**config.mk**
```make
export PLATFORM = sky130hd
export DESIGN_NAME = compass_heading_sentence_parser
export DESIGN_NICKNAME = d
export VERILOG_FILES = /design/src/hdl/chp_pkg.sv /design/src/hdl/chp_front.sv /design/src/hdl/chp_back.sv /design/src/hdl/compass_heading_sentence_parser.sv
export SDC_FILE = /design/constraint.sdc
export NUM_CORES = 1
export LEC_CHECK = 0
export ABC_AREA = 1
export CAP_MARGIN = 25
export CORE_ASPECT_RATIO = 0.5
export CORE_UTILIZATION = 55
export DETAILED_ROUTE_END_ITERATION = 7
export DONT_BUFFER_PORTS = 1
export PLACE_DENSITY = 0.69
export SYNTH_ARGS = -nofsm -noshare
export SYNTH_HDL_FRONTEND = slang
export SYNTH_SLANG_ARGS = --single-unit
```
**constraint.sdc**
```tcl
create_clock -name clk_i -period 14.18 [get_ports clk_i]
set_clock_uncertainty 0.2 [all_clocks]
set_input_delay 2.127 -clock clk_i [delete_from_list [all_inputs] [get_ports clk_i]]
set_output_delay 2.127 -clock clk_i [all_outputs]
set_load 0.02 [all_outputs]
```
**src/hdl/chp_pkg.sv**
```systemverilog
// shared constants, types and character helpers of the compass heading sentence parser
// used by chp_front, chp_back and compass_heading_sentence_parser; no dependencies
package chp_pkg;

  localparam logic [7:0] CHAR_START   = 8'h24;
  localparam logic [7:0] CHAR_NEWLINE = 8'h0a;
  localparam logic [7:0] CHAR_PLUS    = 8'h2b;
  localparam logic [7:0] CHAR_MINUS   = 8'h2d;
  localparam logic [7:0] CHAR_ZERO    = 8'h30;
  localparam logic [7:0] CHAR_NINE    = 8'h39;

  localparam int SENT_END_POS = 11;
  localparam int FIELD_FIRST  = 7;
  localparam int FIELD_LEN    = 3;
  localparam int FULL_TURN    = 360;
  localparam int HALF_TURN    = 180;

  localparam int Q_DEPTH = 2;
  localparam int QAW     = $clog2(Q_DEPTH);

  localparam int GAIN_W = 16;
  localparam int HEAD_W = 16;
  localparam int VAL_W  = 11;
  localparam int MAG_W  = 9;

  localparam logic [1:0] PS_SKIP   = 2'd0;
  localparam logic [1:0] PS_DIGITS = 2'd1;
  localparam logic [1:0] PS_DONE   = 2'd2;

  typedef logic [FIELD_LEN-1:0][7:0] field_t;

  function automatic logic is_blank(input logic [7:0] c);
    return (c == 8'h20) || (c == 8'h09) || (c == 8'h0a) || (c == 8'h0b) ||
           (c == 8'h0c) || (c == 8'h0d);
  endfunction

  function automatic logic is_digit(input logic [7:0] c);
    return (c >= CHAR_ZERO) && (c <= CHAR_NINE);
  endfunction

  // blanks, optional sign, then digits up to the first non-digit
  function automatic logic signed [VAL_W-1:0] parse_field(input field_t ch);
    logic [1:0]       st;
    logic             neg;
    logic [VAL_W-2:0] val;
    logic [7:0]       c;
    logic [VAL_W-2:0] dig;
    st  = PS_SKIP;
    neg = 1'b0;
    val = '0;
    for (int k = 0; k < FIELD_LEN; k++) begin
      c   = ch[k];
      dig = (VAL_W-1)'(c[3:0]);
      if (st == PS_SKIP) begin
        if (is_blank(c)) begin
          st = PS_SKIP;
        end else if ((c == CHAR_PLUS) || (c == CHAR_MINUS)) begin
          neg = (c == CHAR_MINUS);
          st  = PS_DIGITS;
        end else if (is_digit(c)) begin
          val = dig;
          st  = PS_DIGITS;
        end else begin
          st = PS_DONE;
        end
      end else if (st == PS_DIGITS) begin
        if (is_digit(c)) begin
          val = (val << 3) + (val << 1) + dig;
        end else begin
          st = PS_DONE;
        end
      end
    end
    return neg ? -$signed({1'b0, val}) : $signed({1'b0, val});
  endfunction

  function automatic logic signed [VAL_W-1:0] fold(input logic signed [VAL_W-1:0] v_in);
    logic signed [VAL_W-1:0] v;
    v = v_in;
    if (v > VAL_W'(FULL_TURN)) begin
      v = v - VAL_W'(FULL_TURN);
    end
    if (v > VAL_W'(HALF_TURN)) begin
      v = v - VAL_W'(FULL_TURN);
    end
    return v;
  endfunction

endpackage

```
**src/hdl/chp_front.sv**
```systemverilog
// front part: sentence framing, field capture and the job queue toward the back part
// depends on chp_pkg
module chp_front (
  input  logic            clk_i,
  input  logic            rst_ni,
  input  logic            push,
  output logic            full,
  input  logic [7:0]      rx_byte_i,
  output logic            job_valid_o,
  output chp_pkg::field_t job_o,
  input  logic            job_take_i
);
  import chp_pkg::*;

  logic           in_sentence_q, in_sentence_d;
  logic [3:0]     pos_q, pos_d;
  field_t         field_q;
  logic [3:0]     pos_inc;
  logic           accept;
  logic           job_push;
  logic           field_we;
  logic [1:0]     field_idx;
  field_t         q_mem_q [Q_DEPTH];
  logic [QAW-1:0] wr_ptr_q, rd_ptr_q;
  logic [QAW:0]   cnt_q, cnt_d;

  assign full    = (cnt_q == (QAW+1)'(Q_DEPTH));
  assign accept  = push && !full;
  assign pos_inc = pos_q + 4'd1;

  always_comb begin
    in_sentence_d = in_sentence_q;
    pos_d         = pos_q;
    job_push      = 1'b0;
    field_we      = 1'b0;
    field_idx     = 2'(pos_inc - 4'(FIELD_FIRST));
    if (accept) begin
      if (rx_byte_i == CHAR_START) begin
        in_sentence_d = 1'b1;
        pos_d         = '0;
      end else if (in_sentence_q) begin
        if (pos_inc == 4'(SENT_END_POS)) begin
          job_push      = 1'b1;
          in_sentence_d = 1'b0;
          pos_d         = '0;
        end else if (rx_byte_i == CHAR_NEWLINE) begin
          in_sentence_d = 1'b0;
          pos_d         = '0;
        end else begin
          pos_d    = pos_inc;
          field_we = (pos_inc >= 4'(FIELD_FIRST)) && (pos_inc < 4'(FIELD_FIRST + FIELD_LEN));
        end
      end
    end
  end

  always_comb begin
    cnt_d = cnt_q;
    if (job_push && !job_take_i) begin
      cnt_d = cnt_q + (QAW+1)'(1);
    end else if (!job_push && job_take_i) begin
      cnt_d = cnt_q - (QAW+1)'(1);
    end
  end

  always_ff @(posedge clk_i or negedge rst_ni) begin
    if (!rst_ni) begin
      in_sentence_q <= 1'b0;
      pos_q         <= '0;
      wr_ptr_q      <= '0;
      rd_ptr_q      <= '0;
      cnt_q         <= '0;
    end else begin
      in_sentence_q <= in_sentence_d;
      pos_q         <= pos_d;
      cnt_q         <= cnt_d;
      if (job_push) begin
        wr_ptr_q <= wr_ptr_q + QAW'(1);
      end
      if (job_take_i) begin
        rd_ptr_q <= rd_ptr_q + QAW'(1);
      end
    end
  end

  always_ff @(posedge clk_i) begin
    if (field_we) begin
      field_q[field_idx] <= rx_byte_i;
    end
    if (job_push) begin
      q_mem_q[wr_ptr_q] <= field_q;
    end
  end

  assign job_valid_o = (cnt_q != '0);
  assign job_o       = q_mem_q[rd_ptr_q];

endmodule

```
**src/hdl/chp_back.sv**
```systemverilog
// back part: number parse and fold, damping multiply, saturation and the result queue
// depends on chp_pkg
module chp_back (
  input  logic                     clk_i,
  input  logic                     rst_ni,
  input  logic                     cfg_we_i,
  input  logic [15:0]              gain_q8_i,
  input  logic                     job_valid_i,
  input  chp_pkg::field_t          job_i,
  output logic                     job_take_o,
  output logic                     empty,
  input  logic                     pop,
  output logic signed [15:0]       heading_out_o
);
  import chp_pkg::*;

  localparam logic [1:0] S_IDLE = 2'd0;
  localparam logic [1:0] S_MUL  = 2'd1;
  localparam logic [1:0] S_SUM  = 2'd2;

  localparam int DIFF_W = HEAD_W + 2;
  localparam int PROD_W = GAIN_W + DIFF_W;
  localparam int SUM_W  = PROD_W - 7;

  logic [1:0]                state_q, state_d;
  logic signed [GAIN_W-1:0]  gain_q;
  logic signed [HEAD_W-1:0]  last_q;
  logic [MAG_W-1:0]          mag_q;
  logic                      neg_q;
  logic signed [PROD_W-1:0]  prod_q;

  logic signed [VAL_W-1:0]   v_fold;
  logic [HEAD_W:0]           last_abs;
  logic signed [DIFF_W-1:0]  diff;
  logic signed [PROD_W-1:0]  prod_adj;
  logic signed [SUM_W-1:0]   damp;
  logic signed [SUM_W-1:0]   term;
  logic signed [SUM_W-1:0]   sum;
  logic signed [HEAD_W-1:0]  sat;

  logic                      out_full;
  logic                      out_push;
  logic                      out_pop;
  logic signed [HEAD_W-1:0]  out_mem_q [Q_DEPTH];
  logic [QAW-1:0]            wr_ptr_q, rd_ptr_q;
  logic [QAW:0]              cnt_q, cnt_d;

  assign v_fold   = fold(parse_field(job_i));
  assign last_abs = last_q[HEAD_W-1] ? (HEAD_W+1)'(-{last_q[HEAD_W-1], last_q})
                                     : (HEAD_W+1)'({1'b0, last_q});
  assign diff     = $signed(DIFF_W'(mag_q)) - $signed(DIFF_W'(last_abs));

  // truncate toward zero on the q8 shift
  assign prod_adj = prod_q + (prod_q[PROD_W-1] ? PROD_W'(255) : PROD_W'(0));
  assign damp     = SUM_W'(prod_adj >>> 8);
  assign term     = neg_q ? -$signed(SUM_W'(mag_q)) : $signed(SUM_W'(mag_q));
  assign sum      = term + damp;

  always_comb begin
    if (sum > $signed(SUM_W'(32767))) begin
      sat = 16'sh7fff;
    end else if (sum < -$signed(SUM_W'(32768))) begin
      sat = -16'sh8000;
    end else begin
      sat = HEAD_W'(sum);
    end
  end

  assign out_full   = (cnt_q == (QAW+1)'(Q_DEPTH));
  assign out_push   = (state_q == S_SUM) && !out_full;
  assign out_pop    = pop && !empty;
  assign job_take_o = (state_q == S_IDLE) && job_valid_i;

  always_comb begin
    state_d = state_q;
    unique case (state_q)
      S_IDLE: begin
        if (job_valid_i) begin
          state_d = S_MUL;
        end
      end
      S_MUL: begin
        state_d = S_SUM;
      end
      S_SUM: begin
        if (!out_full) begin
          state_d = S_IDLE;
        end
      end
      default: begin
        state_d = S_IDLE;
      end
    endcase
  end

  always_comb begin
    cnt_d = cnt_q;
    if (out_push && !out_pop) begin
      cnt_d = cnt_q + (QAW+1)'(1);
    end else if (!out_push && out_pop) begin
      cnt_d = cnt_q - (QAW+1)'(1);
    end
  end

  always_ff @(posedge clk_i or negedge rst_ni) begin
    if (!rst_ni) begin
      state_q  <= S_IDLE;
      gain_q   <= '0;
      last_q   <= '0;
      wr_ptr_q <= '0;
      rd_ptr_q <= '0;
      cnt_q    <= '0;
    end else begin
      state_q <= state_d;
      cnt_q   <= cnt_d;
      if (cfg_we_i) begin
        gain_q <= $signed(gain_q8_i);
      end
      if (out_push) begin
        last_q   <= sat;
        wr_ptr_q <= wr_ptr_q + QAW'(1);
      end
      if (out_pop) begin
        rd_ptr_q <= rd_ptr_q + QAW'(1);
      end
    end
  end

  always_ff @(posedge clk_i) begin
    if (job_take_o) begin
      neg_q <= v_fold[VAL_W-1];
      mag_q <= v_fold[VAL_W-1] ? MAG_W'(-v_fold) : MAG_W'(v_fold);
    end
    if (state_q == S_MUL) begin
      prod_q <= PROD_W'(gain_q) * PROD_W'(diff);
    end
    if (out_push) begin
      out_mem_q[wr_ptr_q] <= sat;
    end
  end

  assign empty         = (cnt_q == '0);
  assign heading_out_o = out_mem_q[rd_ptr_q];

endmodule

```
**src/hdl/compass_heading_sentence_parser.sv**
```systemverilog
// top level of the compass heading sentence parser
// instantiates chp_front and chp_back, depends on chp_pkg
//
// usage:
//   input: one received byte per item on rx_byte_i, taken when push is high and full is low.
//   a '$' opens a sentence; the 11th byte after it closes the sentence and yields one
//   heading item, a newline before that drops the sentence, bytes outside a sentence
//   are ignored.
//   output: the oldest heading is on heading_out_o while empty is low and is removed when
//   pop is high at a clock edge.
//   config: gain_q8_i is written when cfg_valid_i is high; cfg_ready_o is always high.
//   write it only while no sentence result is pending.
//   throughput: one byte per cycle while full is low. the heading of a closing byte
//   passes queue, parse and fold, multiply, sum and saturate before it is visible.
//   a two-entry job queue sits between the parts and a two-entry result queue at the
//   output; when pop stays low both fill and full rises, holding off further bytes.
//   reset: no sentence open, gain and last heading zero, both queues empty.
module compass_heading_sentence_parser (
  input  logic               clk_i,
  input  logic               rst_ni,
  input  logic               push,
  output logic               full,
  input  logic [7:0]         rx_byte_i,
  output logic               empty,
  input  logic               pop,
  output logic signed [15:0] heading_out_o,
  input  logic               cfg_valid_i,
  output logic               cfg_ready_o,
  input  logic [15:0]        gain_q8_i
);
  import chp_pkg::*;

  logic   job_valid;
  field_t job;
  logic   job_take;

  assign cfg_ready_o = 1'b1;

  chp_front u_front (
    .clk_i       (clk_i),
    .rst_ni      (rst_ni),
    .push        (push),
    .full        (full),
    .rx_byte_i   (rx_byte_i),
    .job_valid_o (job_valid),
    .job_o       (job),
    .job_take_i  (job_take)
  );

  chp_back u_back (
    .clk_i         (clk_i),
    .rst_ni        (rst_ni),
    .cfg_we_i      (cfg_valid_i && cfg_ready_o),
    .gain_q8_i     (gain_q8_i),
    .job_valid_i   (job_valid),
    .job_i         (job),
    .job_take_o    (job_take),
    .empty         (empty),
    .pop           (pop),
    .heading_out_o (heading_out_o)
  );

endmodule

```
==> impl_results.md, run 1 <==
- Status: finished clean
- Critical path class: reg -> reg
- Net Count, Synth: between 3,000 and 4,000
- Top-level port count: 48
- Register area share after synthesis: approximately 24%
- Met3 wire length: 3.781 mm
- CP Launch Type: register
- RePlAce Congestion: between 0.9 and 1
- EDFF count, synth: between 100 and 150
- Final setup TNS: 0 ps
- Uppermost layer routed: met5
- Rel. slew slack: approximately 37%
- CP delay by family, top: adder cells
- Die area: about 43,000 um^2
- DR WL/cell: about 17 um
- Detailed-placement wirelength estimate: approximately 44 mm
- ANT nets after route: 0
- DR WL met2: 24.64 mm
- Final Hold Viols: 0
- Worst Hold Class: reg -> reg
- Yosys warnings: 0
- Vias in the first global route: 17,500
- Worst stage delay on the critical path: around 550 ps
- Core footprint: slightly above 40,000 um^2
- Highest-delay cell along the critical path: fa_1
- CTS Buffer Depth: 2
- H-tree depth: 4
- IO buf count: 0
- Synth area leader: fa_1
- Area grow syn2layout: 5.140%
- RSZ-0062 raised after global routing: false
- Critical path capture point type: register
- Share of the synthesized area in the top cell type: 25.81%
- Final Critical Period: just over 10,000 ps
- CTS tree: yes
- DRC Markers: 0
- Routed WL: between 50 and 60 mm
- Initial antenna violation count: 0
- Cts bufs inserted: 17
- Clock sinks: between 150 and 200
- Max Cap Viol: 0
- Maximum number of pins on one net before global-route repair: between 40 and 50
- Share of cells above drive strength 1: approximately 5.7%
- Post-CTS Setup Bufs: 0
- Post-synth cell types: 62
- M1 WL: between 20 and 25 mm
- Avg Inst Size Synth: around 8.5 um^2
- Slew Viols, Final: 0
- Post-synthesis register bit count: 195
- Worst-path maximum fanout: 17
- Die Width: between 200 and 300 um
- Routed vias/inst: 5.239
- Post-CTS sizing: 0
- CP dominant cell by count: nand2_1
- Register area: roughly 5600 um^2
- Drt pass-1 iters: 5
- Synthesized instance count: approximately 2,700
- Mapped Area: between 20,000 and 25,000 um^2
- Worst Tran Pin Value: between 900 and 1000 ps
- Initial Utilization: 56.28%
- Antenna diodes: 0
- Global-route wire length before repair: around 90 mm
- Most common library cells after synthesis: nand2_1 (614), inv_1 (555), fa_1 (296)
- Fill cells: 3,615
- Multi-input gate area: approximately 15,000 um^2
- Vias: approximately 17,000
- Top post-synthesis cells by area: fa_1 (26%), edfxtp_1 (19%), nand2_1 (10%)
- Fin crit share: 71.79%
- Die Ht: about 150 um
- Initial DRC Count: approximately 1,100
- Count leader, synth: nand2_1
- Critical Path AT: slightly above 10,000 ps
- Clk Latency, worst-skew pair: approximately 480 ps
- Site Rows: 52
- Reg clk slew, reported paths: ~90 ps
- CP Buf/Inv Count: 9
- Remaining global-route overflow: 0
- Asr flop ratio synth: between 20 and 25%
- FMAX: ~0.098 GHz
- Overall routing resource usage: between 20% and 30%
- Ys flop type: edfxtp_1
- WP data required: around 14,000 ps
- Worst Hold Slack: approximately 250 ps
- Nets: about 3,200
- Root Buffer: clkbuf_16
- Hold_buf cts: 0
- Final setup fails: 0
-- worst paths after layout --
| check | start | to | slack, ps | depth (start not counted) |
|---|---|---|---|---|
| worst max register to register | u_back.last_q[15] | u_back.prod_q[33] | 4000 | 50 |
| min in group asynchronous | rst_ni | u_back.gain_q[4] | 1120 | 0 |
| max in group asynchronous | rst_ni | u_back.last_q[12] | 12500 | 0 |
| worst max-delay path | u_back.last_q[15] | u_back.prod_q[33] | 4000 | 50 |
| worst min-delay path | u_front.field_q[6] | u_front.q_mem_q[1][6] | 250 | 0 |
| worst min register to register | u_front.field_q[6] | u_front.q_mem_q[1][6] | 250 | 0 |
-- worst reg2reg max path, delay by kind of cell (launching register included) --
kind	cells	cell delay, ps
AO/OA/AOI/OAI	10	1430
XOR/XNOR	1	160
adder cells (fa/ha/maj)	8	3450
AND/OR/NAND/NOR	22	2980
buffers and inverters	9	1190
flip-flops	1	520
-- per-stage QoR --
stage / instances / utilization [%] / setup WS, ps / area, um^2
finish: 3242 / 59.17 / 4000 / 24140
global route: 3242 / 59.17 / 3191 / 24140
CTS: 3242 / 59.17 / 4117 / 24140
detailed placement: 3210 / 57.53 / 4137 / 23470
global placement: 3210 / 57.53 / 4346 / 23470
floorplan: 2712 / - / 5015 / 22960
-- layout make-up --
type | count | area share (%)
timing repair buffer | 10 | 0.3110
multi-input combinational | 1881 | 61.74
inverter | 584 | 9.092
sequential | 195 | 23.29
clock buffer | 17 | 1.762
tap | 540 | 2.799
clock inverter | 15 | 1.011
-- metal layers --
| metal | track usage (%) | up-vias |
|---|---|---|
| met5 | 1.330 | - |
| met4 | 9.550 | 2 |
| met3 | 6.074 | 103 |
| met2 | 43.90 | 465 |
| met1 | 35.52 | 8147 |
| li1 | - | 8267 |
-- flip-flops by register name (all words and copies together), names as in the netlist, 4 cells and up --
| name | cells |
|---|---|
| u_front.field_q | 24 |
| u_back.mag_q | 9 |
| u_back.last_q | 16 |
| u_back.prod_q | 34 |
| u_back.out_mem_q | 32 |
| u_front.pos_q | 4 |
| u_front.q_mem_q | 48 |
| u_back.gain_q | 16 |
-- cell families after synthesis --
group / share of synthesized area (%)
other cells: 0.01633
fa+ha+maj: 34.53
flops: 24.48
compound gates: 5.706
simple gates: 19.97
mux: 0.08721
buf+inv: 10.66
xor+xnor: 4.540
-- placed cells by master (no fill, tap or decap), types with 5 or more instances in the layout --
cell type / count
a21oi_1: 92
buf_4: 10
clkbuf_16: 17
clkinv_1: 16
clkinv_8: 7
dfrtp_1: 47
edfxtp_1: 148
fa_1: 296
ha_1: 160
inv_1: 555
inv_2: 12
nand2_1: 614
nand2_2: 34
nand2_4: 12
nand3_1: 76
nand3b_1: 5
nand4_1: 28
nor2_1: 226
nor2_2: 13
nor3_1: 15
o21ai_0: 90
o21ai_1: 15
o21ai_2: 5
o21bai_1: 7
or2_2: 18
xnor2_1: 42
xor2_1: 77
Power of run 1 is not shown: default switching activity piles up to over one toggle a cycle in this logic, so the estimate is an artifact.
==> run 2: changes to the inputs <==
- PLACE_DENSITY: 0.69 -> 0.72
- clock period: 14.18 -> 8.3 ns (I/O delays scaled with it)
==> run 2 against run 1 <==
Effect of this change:
- the run now ends with negative setup slack left
- critical endpoint is now u_back.prod_q[31]
- critical path depth down 4
- fmax up 17%
- core utilization up 5.2 points
- hold slack worse by 6.1 ps
- first-iteration DRC count up 5.6%
- final area up 8.9%
- register-to-register slack worse by 4400 ps
- non-clock buffer count up 185
- wire length up 2.4%
==> impl_results.md, run 2 (same netlist as run 1, synthesis figures left out) <==
- Hold path endpoint: u_front.q_mem_q[1][22]
- Area grow syn2layout: 14.45%
- Rel. slew slack: between 30% and 40%
- Worst Hold Class: reg -> reg
- Largest register FFs: 48
- RSZ-0062 raised after global routing: true
- CTS Buffer Depth: 2
- Die area: between 40,000 and 50,000 um^2
- Drt pass-1 iters: 8
- Critical path capture point type: register
- WHS Path Cells: 0
- Failing checks: negative setup slack
- Antenna diodes: 0
- Clk Latency, worst-skew pair: ~470 ps
- Max Cap Viol: 0
- Routed WL: around 55 mm
- Final Hold Viols: 0
- Fill cells: 3,351
- CP delay by family, top: adder cells
- Site Rows: 52
- Core footprint: 40,790 um^2
- Critical path class: reg -> reg
- DRC Markers: 0
- Cts bufs inserted: 17
- Vias in the first global route: 18,810
- Initial DRC Count: around 1,200
- ANT nets after route: 0
- Status: finished with violations
- Nets: approximately 3,400
- Hold_sp: u_front.field_q[22]
- Multi-input gate area: approximately 16,000 um^2
- Worst stage delay on the critical path: ~570 ps
- Reg clk slew, reported paths: 90 ps
- H-tree depth: 4
- IO buf count: 0
- DR WL/cell: between 15 and 20 um
- Root Buffer: clkbuf_16
- Hold_buf cts: 0
- Reg2Reg Setup Slack: -380 ps
- Largest Register: u_front.q_mem_q
- Final worst-path setup slack: -383.6 ps
- Maximum number of pins on one net before global-route repair: between 40 and 50
- CP Buf/Inv Count: 7
- Dpl ws: -446.0 ps
- Die Ht: around 150 um
- Share of cells above drive strength 1: between 15 and 20%
- Reg2reg end: u_back.prod_q[31]
- FMAX: about 0.12 GHz
- Final Critical Period: approximately 8700 ps
- Worst-path maximum fanout: 5
- Reg2reg start: u_back.last_q[0]
- Leading cell type in the layout, fill and taps excluded: nand2_1
- Highest-delay cell along the critical path: fa_1
- Overall routing resource usage: a little over a quarter
- Register-to-Register Path Depth: 46
- Initial Utilization: a little under three fifths
- Critical Path AT: between 8000 and 9000 ps
- Fin crit share: 104.6%
- Remaining global-route overflow: 0
- Routed vias/inst: approximately 5.3
- Final setup fails: 9
- Global-route wire length before repair: roughly 90 mm
- Top flop regs: u_front.q_mem_q x48, u_back.prod_q x34, u_back.out_mem_q x32
- Die Width: about 290 um
- RePlAce Congestion: around 0.94
- Top-level port count: 48
- Clock sinks: about 200
- Initial antenna violation count: 0
- Register area: 5620 um^2
- Detailed-placement wirelength estimate: between 40 and 50 mm
- CP Launch Type: register
- WP data required: approximately 8300 ps
- Worst Tran Pin Value: around 1000 ps
- Slew Viols, Final: 0
- CTS tree: yes
- Vias: 18,050
- Most frequent cells in the layout: nand2_1 (585), inv_1 (535), fa_1 (290)
==> run 2: layout make-up <==
class / instances / area share, %
inverter: 584 / 8.434
sequential: 195 / 21.39
multi-input combinational: 1881 / 59.15
timing repair buffer: 195 / 5.957
clock inverter: 15 / 0.8762
clock buffer: 17 / 1.619
tap: 540 / 2.572
==> run 2: how the worst max path moves through the flow <==
stage,from,end,slack (ps),cells after the start
2_1_floorplan,u_back.last_q[0],u_back.prod_q[33],-70,50
4_1_cts,u_back.last_q[0],u_back.prod_q[31],-200,50
3_3_place_gp,u_back.last_q[1],u_back.prod_q[32],-240,52
3_5_place_dp,u_back.last_q[0],u_back.prod_q[33],-450,45
6_report,u_back.last_q[0],u_back.prod_q[31],-380,46
5_1_grt,u_back.last_q[0],u_back.prod_q[33],-800,52
==> run 2: stage by stage <==
| step | hold slack (ps) | area (um^2) | util (%) | TNS, ps | cells |
|---|---|---|---|---|---|
| after global routing | 235.4 | 26270 | 64.41 | -7567 | 3427 |
| after floorplan | 221.5 | 23200 | - | -139.5 | 2712 |
| final | 239.3 | 26270 | 64.41 | -2593 | 3427 |
| after detailed placement | 229.8 | 24860 | 60.94 | -3097 | 3364 |
| after global placement | 222.4 | 24860 | 60.94 | -1357 | 3364 |
| after CTS | 233.9 | 25930 | 63.58 | -1207 | 3421 |
==> run 2: timing repair <==
item	in CTS	in global routing
setup endpoints to repair	10	18
buffers inserted	25	19
gates cloned	0	1
gates resized for setup	65	69
pin swaps	68	75
==> run 2: metal layers <==
layer | GRT usage (%) | vias up | wire (um)
met5 | 0 | - | 0
met4 | 8.280 | 0 | 1686
met3 | 4.065 | 122 | 3125
met2 | 48.00 | 533 | 27310
met1 | 34.37 | 8763 | 23060
li1 | - | 8628 | -
Power of run 2 is left out for the same reason.
